===== config.mk =====
export PLATFORM = sky130hd
export DESIGN_NAME = nfa2d_out_stage_flat
export DESIGN_NICKNAME = d
export VERILOG_FILES = /design/src/nfa2d_pkg.sv /design/src/nfa2d_if.sv /design/src/nfa2d_out_stage.sv /design/src/flat_wrapper.sv
export SDC_FILE = /design/constraint.sdc
export NUM_CORES = 1
export LEC_CHECK = 0
export ABC_AREA = 1
export BUFFER_PORTS_ARGS = -buffer_cell sky130_fd_sc_hd__clkbuf_2
export CAP_MARGIN = 40
export CORE_MARGIN = 1
export CORE_UTILIZATION = 28
export CTS_CLUSTER_DIAMETER = 150
export DETAILED_ROUTE_END_ITERATION = 10
export PLACE_DENSITY = 0.57
export SYNTH_ARGS = -nofsm -noshare
export SYNTH_HDL_FRONTEND = slang
export SYNTH_SLANG_ARGS = --single-unit

===== constraint.sdc =====
create_clock -name clk -period 1 [get_ports clk]
set_clock_uncertainty 0.15 [all_clocks]
set_input_delay 0.2 -clock clk [delete_from_list [all_inputs] [get_ports clk]]
set_output_delay 0.2 -clock clk [all_outputs]
set_load 0.02 [all_outputs]

===== src/nfa2d_pkg.sv =====
// ============================================================================
// nfa2d_pkg : shared types and constants
// Command codes, register indexes and the result word of the subset builder.
// ============================================================================
package nfa2d_pkg;

    localparam int NFA_STATES_DEF = 64;
    localparam int DFA_CAP_DEF    = 64;

    localparam int IDX_W      = 6;   // width of a state index field
    localparam int CNT_W      = 7;   // width of a state count
    localparam int CMD_W      = 2;
    localparam int CFG_IDX_W  = 2;
    localparam int CFG_DATA_W = 7;

    localparam logic [CMD_W-1:0] CMD_EPS   = 2'd0;
    localparam logic [CMD_W-1:0] CMD_SYM   = 2'd1;
    localparam logic [CMD_W-1:0] CMD_START = 2'd2;
    localparam logic [CMD_W-1:0] CMD_SPARE = 2'd3;   // unused code, dropped

    localparam logic [CFG_IDX_W-1:0] REG_START  = 2'd0;
    localparam logic [CFG_IDX_W-1:0] REG_ACCEPT = 2'd1;
    localparam logic [CFG_IDX_W-1:0] REG_COUNT  = 2'd2;

    typedef struct packed {
        logic [IDX_W-1:0] dfa_row;
        logic [IDX_W-1:0] next_on_a;
        logic             a_valid;
        logic [IDX_W-1:0] next_on_b;
        logic             b_valid;
        logic             accepting;
        logic             is_start;
        logic             overflow;
        logic             last_row;
    } out_word_t;

endpackage


===== src/nfa2d_if.sv =====


interface nfa2d_out_if;
    import nfa2d_pkg::*;
    logic             valid;
    logic             ready;
    logic [IDX_W-1:0] dfa_row;
    logic [IDX_W-1:0] next_on_a;
    logic             a_valid;
    logic [IDX_W-1:0] next_on_b;
    logic             b_valid;
    logic             accepting;
    logic             is_start;
    logic             overflow;
    logic             last_row;

    modport source (output valid, dfa_row, next_on_a, a_valid, next_on_b, b_valid,
                    accepting, is_start, overflow, last_row, input ready);
    modport sink   (input valid, dfa_row, next_on_a, a_valid, next_on_b, b_valid,
                    accepting, is_start, overflow, last_row, output ready);
endinterface


===== src/nfa2d_out_stage.sv =====
// ============================================================================
// nfa2d_out_stage : result output register
// Holds one result word until the sink takes it.
// ============================================================================
module nfa2d_out_stage (
    input  logic                  clk,
    input  logic                  rst_n,
    input  logic                  load,
    input  nfa2d_pkg::out_word_t  word,
    output logic                  free,
    nfa2d_out_if.source           out_ch
);
    import nfa2d_pkg::*;

    logic      valid_reg;
    out_word_t word_reg;

    assign free = !valid_reg || out_ch.ready;

    always_ff @(posedge clk or negedge rst_n)
    begin
        if (!rst_n)
        begin
            valid_reg <= 1'b0;
        end
        else if (load)
        begin
            valid_reg <= 1'b1;
        end
        else if (out_ch.ready)
        begin
            valid_reg <= 1'b0;
        end
    end

    always_ff @(posedge clk)
    begin
        if (load)
        begin
            word_reg <= word;
        end
    end

    assign out_ch.valid     = valid_reg;
    assign out_ch.dfa_row   = word_reg.dfa_row;
    assign out_ch.next_on_a = word_reg.next_on_a;
    assign out_ch.a_valid   = word_reg.a_valid;
    assign out_ch.next_on_b = word_reg.next_on_b;
    assign out_ch.b_valid   = word_reg.b_valid;
    assign out_ch.accepting = word_reg.accepting;
    assign out_ch.is_start  = word_reg.is_start;
    assign out_ch.overflow  = word_reg.overflow;
    assign out_ch.last_row  = word_reg.last_row;
endmodule


===== src/flat_wrapper.sv =====
// flat-port wrapper written by rule: the top's interface ports become plain ports
module nfa2d_out_stage_flat import nfa2d_pkg::*;
  (clk, rst_n, load, word, free, out_ch_valid, out_ch_dfa_row, out_ch_next_on_a, out_ch_a_valid, out_ch_next_on_b, out_ch_b_valid, out_ch_accepting, out_ch_is_start, out_ch_overflow, out_ch_last_row, out_ch_ready);
  nfa2d_out_if out_ch_i ();
  input  logic clk;
  input  logic rst_n;
  input  logic load;
  input  nfa2d_pkg::out_word_t word;
  output logic free;
  output wire logic [$bits(out_ch_i.valid)-1:0] out_ch_valid;
  output wire logic [$bits(out_ch_i.dfa_row)-1:0] out_ch_dfa_row;
  output wire logic [$bits(out_ch_i.next_on_a)-1:0] out_ch_next_on_a;
  output wire logic [$bits(out_ch_i.a_valid)-1:0] out_ch_a_valid;
  output wire logic [$bits(out_ch_i.next_on_b)-1:0] out_ch_next_on_b;
  output wire logic [$bits(out_ch_i.b_valid)-1:0] out_ch_b_valid;
  output wire logic [$bits(out_ch_i.accepting)-1:0] out_ch_accepting;
  output wire logic [$bits(out_ch_i.is_start)-1:0] out_ch_is_start;
  output wire logic [$bits(out_ch_i.overflow)-1:0] out_ch_overflow;
  output wire logic [$bits(out_ch_i.last_row)-1:0] out_ch_last_row;
  input wire logic [$bits(out_ch_i.ready)-1:0] out_ch_ready;
  assign out_ch_valid = out_ch_i.valid;
  assign out_ch_dfa_row = out_ch_i.dfa_row;
  assign out_ch_next_on_a = out_ch_i.next_on_a;
  assign out_ch_a_valid = out_ch_i.a_valid;
  assign out_ch_next_on_b = out_ch_i.next_on_b;
  assign out_ch_b_valid = out_ch_i.b_valid;
  assign out_ch_accepting = out_ch_i.accepting;
  assign out_ch_is_start = out_ch_i.is_start;
  assign out_ch_overflow = out_ch_i.overflow;
  assign out_ch_last_row = out_ch_i.last_row;
  assign out_ch_i.ready = out_ch_ready;
  nfa2d_out_stage u_core (.clk(clk), .rst_n(rst_n), .load(load), .word(word), .free(free), .out_ch(out_ch_i));
endmodule

### Word level (Yosys, flattened, before mapping)

Cells that the tools add are included.

| cells by class | value |
|---|---|
| reduce and logical (&&, ||, !) cells | 3 |
| mux-type cells | 2 |

Operators with widths:

| operator | number |
|---|---|
| 1-bit 2-to-1 mux | 2 |
| 2-bit nonzero test | 1 |
| 1-bit zero test | 1 |
| 1-bit logical OR | 1 |

| storage, ports and cells | value |
|---|---|
| output and inout bits | 26 |
| input port bits | 28 |
| bits in registers | 25 |
| logic and storage cells | 15 |

### Logic depth before layout (Yosys ltp)

| depth | value |
|---|---|
| depth after elaboration | 2 |
| gate-level depth with buffers | 3 |
| gate-level depth less buffers | 3 |

### Worst setup path after synthesis

Ideal clock, no wire load.

| path | value |
|---|---|
| kind | reg2out |
| from | reg u_core.valid_reg, in the netlist u_core.out_ch.valid |
| to | out free |
| stages on the path, launching flop included | 2 |
| data required time | 0.650 ns |
| path buffers | 0 |
| arrival time | 0.605 ns |
| path slack | 0.045 ns |
| cells stage by stage | dfrtp_1 nand2_2 |

| on the way | value |
|---|---|
| word-level cells in the longest chain between the ends | 2 |

RTL lines:

| element | RTL line | text |
|---|---|---|
| start: declaration | nfa2d_out_stage.sv:15 | `logic valid_reg;` |
| start signal: assignment | nfa2d_out_stage.sv:24 | `valid_reg <= 1'b0;` |
| start signal: assignment | nfa2d_out_stage.sv:28 | `valid_reg <= 1'b1;` |
| start signal: assignment | nfa2d_out_stage.sv:32 | `valid_reg <= 1'b0;` |
| 1-bit zero test | nfa2d_out_stage.sv:18 | `assign free = !valid_reg \|\| out_ch.ready;` |
| 1-bit logical OR | nfa2d_out_stage.sv:18 |  |
| end: declaration | flat_wrapper.sv:9 | `output logic free;` |

No other way between the ends.

### Final worst setup path

Same ends and word-level chain as after synthesis.

==> qor.csv <==
metric,value,unit
internal power,1.63,mW
switching power total,509,uW
first-pass GRT wire length,2550,um
total power,2.14,mW
total wire length,1830,um
Synthesized Nets,57,
io pins,54,
CP Data Required Time,650,ps
Setup CP Type,reg -> out,
number of global-route vias before repair,609,
Die Y,54.3,um
"commonest non-fill, non-tap cell in the layout",clkbuf_2,
worst rel slew slack,0.915,
Initial Util,0.304,
Post-Syn Area,766,sq um
Num CTS Buffers,3,
PwrDens,1420,nW/um^2
Worst VDD drop,0.00102,V
DP Wirelength,1110,um
n_diodes,0,
critical path arrival,940,ps
Synth area leaders,"edfxtp_1 (94%), dfrtp_1 (3.3%), nand2_2 (1.6%)",
Worst Setup Start Kind,register,
total core area,2520,sq um
RSZ-0062 raised after global routing,true,
DRC violations left,0,
most frequent cells in the layout,"clkbuf_2 (27), dlygate4sd3_1 (25), edfxtp_1 (24)",
Avg Vias per Cell,4.02,
CP max stage cell,dfrtp_1,
max cap viols,0,
clock share of power,0.203,
DR pass1 iterations,4,
Detail Route Antenna Nets,0,
Nets,144,
clk buf depth,2,
yosys warns,0,
GR Util All Layers,0.130,
Synth area leader,edfxtp_1,
element type at the critical path end,output port,
Root Driver,clkbuf_4,
Area Overhead vs Synth,96.9,%
Final Max Tran Viols,0,
clk sinks,25,
worst path cell trace,"nand2_2, buf_8",
largest stage delay on the critical path,420,ps
"Seq/Total Area, Yosys",0.974,
leak pwr,0.663,nW
R2R Setup Slk,0,ps
combinational power share,0.203,
final hold vios,0,
Die Width,54.3,um
final hold slack,32.0,ps
average wire per standard cell,12.6,um
Worst-Margin Slew,128,ps
Synth cell types,4,
final worst setup slack,-288,ps
synthesized instance count,29,
final setup fails,26,
highest fanout seen on the critical path,2,
switch share,0.238,
CTS H-tree lvls,1,
I/O Buffers,53,
HP Class,in -> async,
largest net degree at the start of global routing,15,
"CTS clk-pin slew, worst paths",130,ps
#FFs+latches synth,25,
Final period util,1.29,
min Tclk post-route,1290,ps
Placed Instances,114,
share of power burned in registers,0.594,
vias post-DR,583,
fin cells,145,
TritonCTS clock tree,done,
DR iter-0 viols,7,
violated checks,negative setup slack,
# rows,18,
top-area cell type share of the netlist area,0.941,
GR Overflow Total,0,
initial antenna violation count,0,
status,finished with violations,
FMAX,0.776,GHz
Die Area,2950,sq um
share of cells above drive strength 1,0.548,
final RePlAce weighted congestion,0.640,
Syn Area/Cell,26.4,sq um
worst-skew pair later-pin latency,310,ps
power groups by stage:
stage	Clock [mW]	Sequential [mW]	Combinational, mW
after CTS	0.451	1.26	0.370
after global placement	0	1.28	0.280
after floorplan	0	1.39	0.00999
after detailed placement	0	1.28	0.284
final	0.434	1.27	0.433
after global routing	0.490	1.28	0.457
cells in the mapped netlist:
cell      number
nand2_2        2
dfrtp_1        1
edfxtp_1      24
inv_1          2
path summary, 6_finish.rpt:
check                                                   to           startpoint  cells past startpoint
worst max register to register         u_core.out_ch.valid  u_core.out_ch.valid                      4
worst max-delay path                                  free  u_core.out_ch.valid                      2
max in group asynchronous              u_core.out_ch.valid                rst_n                      2
worst min-delay path                   u_core.out_ch.valid                rst_n                      2
min in group clk                u_core.out_ch.next_on_a[4]                 load                      2
worst min register to register         u_core.out_ch.valid  u_core.out_ch.valid                      4
final cells by class:
type | instances | area (sq um)
clock buffer | 3 | 22.5
clock inverter | 1 | 5.00
inverter | 2 | 7.51
fill | 197 | 1010
timing repair buffer | 82 | 677
sequential | 25 | 746
multi-input combinational | 2 | 12.5
tap | 30 | 37.5
worst max-delay path: cells and delay by family, from the launching register on:
family	cells	cell delay, ps
flops	1	420
buf+inv	1	110
simple gates	1	100
per-layer routing:
metal  vias to the layer above  share of wire  global-route usage
li1                        280              -                   -
met3                         2          0.066              0.0444
met5                         -              0                   0
met1                       275           0.31               0.128
met2                        26           0.61               0.246
met4                         0          0.011              0.0513
per-stage QoR:
step	setup slack, ps	TNS [ps]	utilization	cell area [sq um]
after floorplan	45.1	0	-	766
final	-288	-5560	0.598	1510
after global routing	-332	-6790	0.598	1510
after CTS	-301	-6000	0.557	1410
after global placement	46.6	0	0.439	1110
after detailed placement	33.7	0	0.439	1110
timing repair:
| item | CTS | global route |
|---|---|---|
| pin swaps | 1 | 1 |
| hold endpoints to repair | 25 | 0 |
| endpoints found under the setup margin | 26 | 26 |
| resized for setup | 2 | 55 |
| hold buffers | 25 | 0 |
| setup buffers | 1 | 1 |
kinds of logic after synthesis:
kind of cell / count (synthesis) / share of synthesized area
flops: 25 / 0.974
buf+inv: 2 / 0.00981
simple gates: 2 / 0.0163
(Power assumes the default switching activity.)
