`src/nfa2d_ram.sv`:
```
// ============================================================================
// nfa2d_ram : generic simple dual-port RAM
// One write port, one read port, read data registered.
// ============================================================================
module nfa2d_ram #(
    parameter int WIDTH = 8,
    parameter int DEPTH = 16,
    localparam int AW   = (DEPTH > 1) ? $clog2(DEPTH) : 1
) (
    input  logic             clk,
    input  logic             we,
    input  logic [AW-1:0]    waddr,
    input  logic [WIDTH-1:0] wdata,
    input  logic             re,
    input  logic [AW-1:0]    raddr,
    output logic [WIDTH-1:0] rdata
);
    logic [WIDTH-1:0] mem_reg [DEPTH];
    logic [WIDTH-1:0] rdata_reg;

    always_ff @(posedge clk)
    begin
        if (we)
        begin
            mem_reg[waddr] <= wdata;
        end
        if (re)
        begin
            rdata_reg <= mem_reg[raddr];
        end
    end

    assign rdata = rdata_reg;
endmodule

```
`config.mk`:
```
export PLATFORM = sky130hd
export DESIGN_NAME = nfa2d_ram
export DESIGN_NICKNAME = d
export VERILOG_FILES = /design/src/nfa2d_ram.sv
export SDC_FILE = /design/constraint.sdc
export NUM_CORES = 1
export LEC_CHECK = 0
export BUFFER_PORTS_ARGS = -buffer_cell sky130_fd_sc_hd__buf_4
export CORE_MARGIN = 5
export CORE_UTILIZATION = 50
export CTS_CLUSTER_DIAMETER = 200
export DETAILED_ROUTE_END_ITERATION = 8
export HOLD_SLACK_MARGIN = 0.06
export PLACE_DENSITY = 0.67
export SYNTH_ARGS = -nofsm -noshare
export SYNTH_HDL_FRONTEND = slang
export SYNTH_SLANG_ARGS = --single-unit
```
`constraint.sdc`:
```
create_clock -name clk -period 2.38 [get_ports clk]
set_input_delay 0.119 -clock clk [delete_from_list [all_inputs] [get_ports clk]]
set_output_delay 0.119 -clock clk [all_outputs]
set_load 0.01 [all_outputs]
```
# Yosys cells after proc, flatten, opt, wreduce, memory -nomap -nowiden
# Memory sizes are Yosys's and may differ from the RTL's. A register that Yosys moved wholly into a read port is not among the register bits.
# Index checks and enable logic that the tools add are counted.
[word_totals]
reg_bits = 0
mem_bits_rw = 128
in_bits = 19
out_inout_bits = 8
wordCells = 3
n_memories = 1
[op_classes]
muxes = 2
[memory_table]
columns = ["name", "words", "word_bits", "rd", "rd_ports_with_merged_regs", "wr", "line_no", "rtl"]
rows = [
  ["mem_reg", 16, 8, 1, 1, 1, "18", "logic [WIDTH-1:0] mem_reg [DEPTH];"],
]
[ops]
columns = ["op", "count"]
rows = [
  ["2-to-1 mux 1 bit", 2],
]

# Longest topological paths before layout
# Gate-level depths: netlist of the first run.
[logic_depth]
depth_word = 2
ltp_mapped = 5
mapped_depth_nobuf = 3

# Worst setup path before layout of the first run
# Ideal clock, no wire load.
[synth_timing]
path_type = "input to register"
start = "in waddr[2]"
end = "mem mem_reg[0][0], enable pin"
setup_ns = 0.383
t_arrival_ns = 1.229
required_time_ns = 1.997
slack_ns = 0.768
stages = 2
path_buffers = 0
cell_sequence = "or3b_2 -> nor3_1"
[synth_rtl]
columns = ["element", "line_no", "rtl"]
rows = [
  ["start, declared", "12", "input logic [AW-1:0] waddr,"],
  ["end, declared", "18", ""],
]
# Straight into the memory's write port.

==> metrics, run 1 <==
status finished clean; global-route wire length before repair 15.12 mm; Clk Latency, worst-skew pair 0.52 ns; skew final 0.01077 ns; global route overflow 0; setup TNS 0 ns; layout net count 310; max-slew violations 0; CTS tree yes; clock sinks 136; setup repair bufs after CTS 0; P_leak 2.201 nW; critical path peak fanout 1; DRC viols 0; endpoints failing hold 0; layout cell share with drive strength beyond 1 0.3046; CTS root buf clkbuf_8; area of the mapped netlist 5228 sq um; Setup WS post-layout 0.8601 ns; clock buffer count from CTS 17; io pins 27; final setup violating endpoints 0; synth unique cells 18; core area 10280 sq um; RSZ-0062 raised after global routing no; Final ANT Viol Nets 0; Slew headroom 0.5310; CP arrival 1.78 ns; CP Buf/Inv Count 0; H-tree Lvls 4; Max Fclk 657.9 MHz; drt wl/cell 21.70 um; HP Class in2reg; post-cts resize count 0; CTS clk-pin slew, worst paths 0.06 ns; max reg flops 128; CP max stage cell mux4_2; Synthesized Nets 248; Top delay family on crit path multiplexers; pwr/cell area 935.4 nW/um^2; initial core utilization 0.5086; max_cap viols 0; number of cell rows 37; Die Y 112.3 um; CP Capture Type register; worst-path cell chain mux4_2, a22oi_1, nand2_1; Peak supply drop 0.4894 mV; Place WS 0.5260 ns; hpwl dp 5.907 mm; Routed WL 9.504 mm; classification of the worst setup path reg2reg; hold_buf cts 9; port buffer count 26; post-layout min period 1.520 ns; Synth Area per Inst 22.83 sq um; Synth-to-Final Area Change 23.12%; post-synthesis sequential area ratio 0.7812; GPL Wtd Cong 0.7590; initial antenna violation count 0; diode count 0; Max stage delay on crit path 0.48 ns; average vias per placed instance 5.559; 1st-pass router iterations 5; Yosys reg bits 136; Via Count 2435; gr usage total 0.1666; DIE AREA 12600 sq um; DR iter-0 viols 183; worst-margin pin slew 0.7020 ns; CP required 2.64 ns; period utilization 0.6386; largest net degree at the start of global routing 33; WHS 0.1269 ns; cells after synthesis 229; clk buf depth 2; YS warnings 0; Power Total 0.006021 W; via count of the first global-routing pass 2550; Worst setup SP type register; die width 112.3 um
[layout by cell type (no fill, tap or decap)]
cell / instances
buf_12: 1
clkbuf_16: 16
mux4_1: 14
buf_4: 43
edfxtp_1: 136
nor2b_1: 1
a22oi_1: 16
nand2_1: 9
or3b_2: 1
nor2_1: 13
nor3_1: 4
bufinv_16: 8
nand3b_1: 2
and2b_1: 1
mux4_2: 18
dlygate4sd3_1: 9
clkbuf_8: 1
nand3_1: 1
nand2b_1: 2
clkinvlp_4: 1
and2_1: 1
clkinv_4: 3
clkbuf_1: 1
[Yosys cell counts (all sizes together)]
master         count  area (sq um)
nor2              13         48.80
nand3b             2         15.01
nor2b              1         6.260
edfxtp           136          4084
nand2              9         33.78
and2               1         6.260
buf                7         56.30
and2b              1         7.510
nand2b             2         12.51
nand3              1         5.000
or3b               1         8.760
nor3               4         20.02
clkdlybuf4s25      3         30.03
mux4              32         773.2
a22oi             16         120.1
[worst register-to-register path, delay by kind of cell, from the launching register on]
family           cells  cell delay (ns)
AND/OR/NAND/NOR      1             0.10
multiplexers         1             0.48
AO/OA/AOI/OAI        1             0.34
flip-flops           1             0.35
[worst paths after layout]
path | from | end | slack [ns] | cells past startpoint
worst max register to register | mem_reg[3][4] | rdata[4] | 0.86 | 3
worst min-delay path | waddr[1] | mem_reg[4][3] | 0.13 | 3
worst min register to register | mem_reg[14][1] | rdata[1] | 0.75 | 3
worst max-delay path | mem_reg[3][4] | rdata[4] | 0.86 | 3
[area by class of cell]
type	instances	area, sq um
multi-input cells	83	1057
well taps	136	170.2
clock inverters	12	274.0
clock buffers	18	417.9
fillers	700	3841
flip-flops and latches	136	4084
repair buffers	53	432.9
[stage by stage]
step | area, sq um | utilization | instances
3_5_place_dp | 5654 | 0.5502 | 399
5_1_grt | 6436 | 0.6262 | 438
3_3_place_gp | 5654 | 0.5502 | 399
4_1_cts | 6436 | 0.6262 | 438
2_1_floorplan | 5228 | - | 229
6_report | 6436 | 0.6262 | 438
[kinds of logic after synthesis]
family	Yosys count	share of synthesized area
AO/OA/AOI/OAI	16	0.02298
buffers and inverters	10	0.01651
flip-flops	136	0.7812
multiplexers	32	0.1479
AND/OR/NAND/NOR	35	0.03136
[report_power, final]
group	leakage (nW)	switching, W	internal [W]
sequential	1.24	0.0000121	0.00270
clock	0.331	0.000926	0.00212
combinational	0.634	0.000142	0.000126
total	2.20	0.00108	0.00494
[layer usage]
layer	global-route usage	routed length, um	up-vias
li1	-	-	1108
met1	0.2266	4168	1233
met2	0.2622	4709	90
met3	0.04852	560	4
met4	0.05529	65	0
met5	0	0	-
Power figures use the tool's default switching activity.
==> inputs of run 2 (changes only) <==
==> constraint.sdc (replaced) <==
create_clock -name clk -period 1.51 [get_ports clk]
set_input_delay 0.0755 -clock clk [delete_from_list [all_inputs] [get_ports clk]]
set_output_delay 0.0755 -clock clk [all_outputs]
set_load 0.01 [all_outputs]
==> metrics, run 2 (synthesis results as in run 1) <==
status finished clean; max reg flops 128 (unchanged); average vias per placed instance 5.485 (-1.3%); register share of total power 0.488 (+0.038); commonest cells after routing, fill and taps aside 136 x edfxtp_1, 47 x buf_4, 19 x mux4_2, 16 x clkbuf_16; hold_sp waddr[0]; clock network power share 0.459 (-0.046); worst-margin pin slew 0.8305 ns (+0.1285 ns); combinational power share 0.053 (+0.009); Slew headroom 0.4443 (-0.08673); CP arrival 1.71 ns (-0.07 ns); skew final 0.006838 ns (-0.003928 ns); CTS root buf clkbuf_8; layout net count 317 (+2.3%); post-layout min period 1.452 ns (-0.06823 ns); Pint 0.006995 W (+42%); R2R setup slack 0.06 ns (-0.80 ns); switching pwr 0.001768 W (+64%); core area 10280 sq um (unchanged); H-tree Lvls 4 (unchanged); Via Count 2452 (+0.70%); Final ANT Viol Nets 0 (unchanged); Crit Reg-Reg Endpoint rdata[3]; global route overflow 0 (unchanged); critical path peak fanout 1 (unchanged); pwr/cell area 1358 nW/um^2 (+45%); layout cell share with drive strength beyond 1 0.3473 (+0.04263); initial core utilization 0.5086 (unchanged); CTS tree yes; diode count 0 (unchanged); GPL Wtd Cong 0.7250 (-4.5%); switch share 0.2018 (+0.02246); max_cap viols 0 (unchanged); Max Fclk 688.9 MHz (+4.7%); max-slew violations 0 (unchanged); Worst Reg-to-Reg Cells 3 (unchanged); port buffer count 26 (unchanged); Synth-to-Final Area Change 23.41%; number of cell rows 37 (unchanged); DR iter-0 viols 172 (-6.0%); die width 112.3 um (unchanged); HP Class in2reg; setup TNS 0 ns (unchanged); clock buffer count from CTS 17 (unchanged); drt wl/cell 21.60 um (-0.45%); clk buf depth 2 (unchanged); via count of the first global-routing pass 2592 (+1.6%); io pins 27 (unchanged); DIE AREA 12600 sq um (unchanged); endpoints failing hold 0 (unchanged); CP Capture Type register; Clk Latency, worst-skew pair 0.52 ns (about the same); reg2reg start mem_reg[6][3]; Die Y 112.3 um (unchanged); global-route wire length before repair 15.41 mm (+1.9%); initial antenna violation count 0 (unchanged); 1st-pass router iterations 4 (-1); end of the worst hold path mem_reg[4][7]; CTS clk-pin slew, worst paths 0.06 ns (about the same); Routed WL 9.656 mm (+1.6%); final setup violating endpoints 0 (unchanged); gr usage total 0.1695 (+0.002842); period utilization 0.9614 (+0.3228); setup repair bufs after CTS 0 (unchanged); clock sinks 136 (unchanged); Peak supply drop 0.6423 mV (+31%); P_leak 2.190 nW (-0.48%); most common cell after layout, fill and taps aside edfxtp_1; WHS 0.08607 ns (-0.04083 ns); largest net degree at the start of global routing 17 (-48%); classification of the worst setup path reg2reg; Fillers 702 (+0.29%); Hold Path Stages 3 (unchanged); Power Total 0.008763 W (+46%); Worst setup SP type register; DRC viols 0 (unchanged); CP required 1.77 ns (-0.87 ns); hpwl dp 6.393 mm (+8.2%)
## run 2: changes by cell type in the layout (fill, tap and decap cells not counted), moves of 3 or more
cell	before	now
buf_12	1	4
inv_6	0	3
clkinvlp_4	1	5
a22oi_2	0	5
a22oi_1	16	11
buf_4	43	47
bufinv_16	8	3
## run 2: power by group through the flow
stage	Sequential [W]	Combinational, W	Clock (W)
floorplan	0.00436	0.000215	0
global placement	0.00435	0.000433	0
detailed placement	0.00436	0.000440	0
CTS	0.00428	0.000461	0.00410
global route	0.00428	0.000505	0.00431
finish	0.00428	0.000462	0.00403
## run 2: final cells by class
| class | count | area [sq um] | area share |
|---|---|---|---|
| clock inverter | 15 | 176.4 | 0.02735 |
| clock buffer | 17 | 414.1 | 0.06420 |
| tap | 136 | 170.2 | 0.02638 |
| multi-input combinational | 83 | 1084 | 0.1680 |
| timing repair buffer | 60 | 523.0 | 0.08107 |
| sequential | 136 | 4084 | 0.6330 |
## run 2: metal layers
layer | track usage | routed length, um | share of wire | up-vias
met3 | 0.04636 | 599 | 0.062 | 10
met4 | 0.07051 | 139 | 0.014 | 0
met1 | 0.2345 | 4118 | 0.43 | 1240
met2 | 0.2571 | 4799 | 0.50 | 83
li1 | - | - | - | 1119
met5 | 0 | 0 | 0 | -
## run 2: worst max path at each step
| stage | startpoint | end | slack, ns | cells after the start |
|---|---|---|---|---|
| global route | mem_reg[6][3] | rdata[3] | -0.01 | 3 |
| floorplan | raddr[0] | rdata[1] | 0.15 | 5 |
| global placement | raddr[0] | rdata[5] | -0.08 | 5 |
| CTS | mem_reg[5][2] | rdata[2] | 0.02 | 3 |
| detailed placement | raddr[0] | rdata[5] | -0.09 | 5 |
| finish | mem_reg[6][3] | rdata[3] | 0.06 | 3 |
## run 2: critical path, stage by stage, from the launching register on
cell and delay (ns):
edfxtp_1 0.38, mux4_1 0.55, a22oi_2 0.16, nand2_1 0.10
## run 2: through the flow
stage / instances / util / setup slack, ns / area (sq um)
global route: 447 / 0.6277 / -0.01397 / 6451
CTS: 447 / 0.6256 / 0.01673 / 6430
global placement: 406 / 0.5594 / -0.07547 / 5749
floorplan: 229 / - / 0.1521 / 5233
detailed placement: 406 / 0.5594 / -0.08519 / 5749
finish: 447 / 0.6277 / 0.05834 / 6451
## run 2: timing repair
item | 4_1_cts | 5_1_grt
hold endpoints to repair | 136 | 0
hold buffers | 9 | 0
resized for setup | 0 | 6
setup endpoints to repair | 0 | 5
==> inputs of run 3 (changes only) <==
==> constraint.sdc (replaced) <==
create_clock -name clk -period 1.7 [get_ports clk]
set_input_delay 0.085 -clock clk [delete_from_list [all_inputs] [get_ports clk]]
set_output_delay 0.085 -clock clk [all_outputs]
set_load 0.01 [all_outputs]
==> metrics, run 3 (synthesis results as in run 1) <==
max reg flops 128 (unchanged); largest net degree at the start of global routing 17 (unchanged); via count of the first global-routing pass 2625 (+1.3%); Finished Layout Cells 446 (-0.22%); initial antenna violation count 0 (unchanged); drt wl/cell 22.46 um (+4.0%); number of cell rows 37 (unchanged); DRC viols 0 (unchanged); average vias per placed instance 5.637 (+2.8%); gr usage total 0.1716 (+0.002073); clock sinks 136 (unchanged); RSZ-0062 raised after global routing no; worst-margin pin slew 0.4393 ns (-0.3912 ns); GPL Wtd Cong 0.7427 (+2.4%); 1st-pass router iterations 4 (unchanged); Via Count 2514 (+2.5%); post-cts resize count 0 (unchanged); Setup WS post-layout 0.2356 ns (+0.1773 ns); most common cell after layout, fill and taps aside edfxtp_1; max-slew violations 0 (unchanged); H-tree Lvls 4 (unchanged); P_leak 2.156 nW (-1.6%); status finished clean; Placed Cells incl. Taps 407 (+0.25%); CP required 1.94 ns (+0.17 ns); global route overflow 0 (unchanged); setup TNS 0 ns (unchanged); clk buf depth 2 (unchanged); max_cap viols 0 (unchanged); DR iter-0 viols 204 (+19%); final setup violating endpoints 0 (unchanged); CTS tree yes; core area 10280 sq um (unchanged); HP Class in2reg; layout cell share with drive strength beyond 1 0.3032 (-0.04404); commonest cells after routing, fill and taps aside 136 x edfxtp_1, 49 x buf_4, 18 x mux4_2, 16 x a22oi_1, 16 x clkbuf_16; io pins 27 (unchanged); classification of the worst setup path reg2reg; clock buffer count from CTS 17 (unchanged); global-route wire length before repair 15.48 mm (+0.40%); endpoints failing hold 0 (unchanged); DIE AREA 12600 sq um (unchanged); Synth-to-Final Area Change 21.21%; Worst setup SP type register; CP max stage cell mux4_1; critical path peak fanout 1 (unchanged); Peak supply drop 0.4795 mV (-25%); skew final 0.007774 ns (+0.0009361 ns); die width 112.3 um (unchanged); utilization after layout 0.6165 (-0.01120); layout net count 318 (+0.32%); period utilization 0.8614 (-0.09996); Routed WL 10.02 mm (+3.7%); Slew headroom 0.7072 (+0.2628); Die Y 112.3 um (unchanged); CP Capture Type register; post-layout min period 1.464 ns (+0.01273 ns); worst-path cell chain mux4_1, a22oi_1, nand2_1; setup repair bufs after CTS 0 (unchanged); CTS root buf clkbuf_8; diode count 0 (unchanged); pwr/cell area 1150 nW/um^2 (-15%); Place WS 0.1239 ns (+0.2091 ns); CP arrival 1.71 ns (about the same); Max Fclk 682.9 MHz (-0.87%); Max stage delay on crit path 0.52 ns (-0.03 ns); port buffer count 26 (unchanged); initial core utilization 0.5086 (unchanged); Final ANT Viol Nets 0 (unchanged); hpwl dp 6.482 mm (+1.4%); CTS clk-pin slew, worst paths 0.06 ns (about the same); Clk Latency, worst-skew pair 0.51 ns (about the same)
[run 3: cell count changes in the layout (fill, tap and decap cells not counted), moves of 2 or more]
cell | previous run | this run
inv_6 | 3 | 0
buf_4 | 47 | 49
clkinvlp_4 | 5 | 3
clkbuf_1 | 0 | 2
a22oi_2 | 5 | 0
clkinv_1 | 1 | 5
bufinv_16 | 3 | 1
a22oi_1 | 11 | 16
[run 3: power by group]
group	switching, W	internal [W]	total (W)	leakage (nW)
Sequential	0.0000210	0.00378	0.00380	1.24
Combinational	0.000200	0.000193	0.000393	0.683
Clock	0.00120	0.00189	0.00309	0.237
[run 3: path summary, 6_finish.rpt]
path | from | end | slack [ns] | cells after the start
hold / removal | waddr[0] | mem_reg[12][5] | 0.11 | 3
hold reg to reg | mem_reg[14][4] | rdata[4] | 0.75 | 3
setup / recovery | mem_reg[10][5] | rdata[5] | 0.24 | 3
setup reg to reg | mem_reg[10][5] | rdata[5] | 0.24 | 3
[run 3: through the flow]
step / instance area, sq um / hold slack, ns / power [W]
final: 6336 / 0.1076 / 0.007285
after floorplan: 5228 / 0.1839 / 0.004061
after CTS: 6336 / 0.08625 / 0.007348
after global placement: 5739 / 0.3793 / 0.004248
after detailed placement: 5739 / 0.3901 / 0.004255
after global routing: 6336 / 0.09739 / 0.007561
[run 3: worst max-delay path: cells and delay by family, from the launching register on]
family	cells	cell delay (ns)
compound gates	1	0.22
mux	1	0.52
flops	1	0.37
simple gates	1	0.09
[run 3: final cells by class]
class | instances | area, sq um
Sequential cell | 136 | 4084
Fill cell | 716 | 3941
Multi-Input combinational cell | 83 | 1057
Timing Repair Buffer | 61 | 518.0
Clock buffer | 19 | 421.7
Tap cell | 136 | 170.2
Clock inverter | 11 | 85.08
[run 3: what timing repair did]
item,CTS,global route
setup endpoints to repair,0,0
hold buffers,9,0
hold endpoints to repair,136,0
[run 3: per-layer routing]
metal  GRT usage  wire length (um)  part of all wire  vias up
met5           0                 0                 0        -
met4     0.05529                76            0.0076        0
met3     0.04690               597             0.060        5
met2      0.2670              4982              0.50       83
met1      0.2390              4361              0.44     1305
li1            -                 -                 -     1121
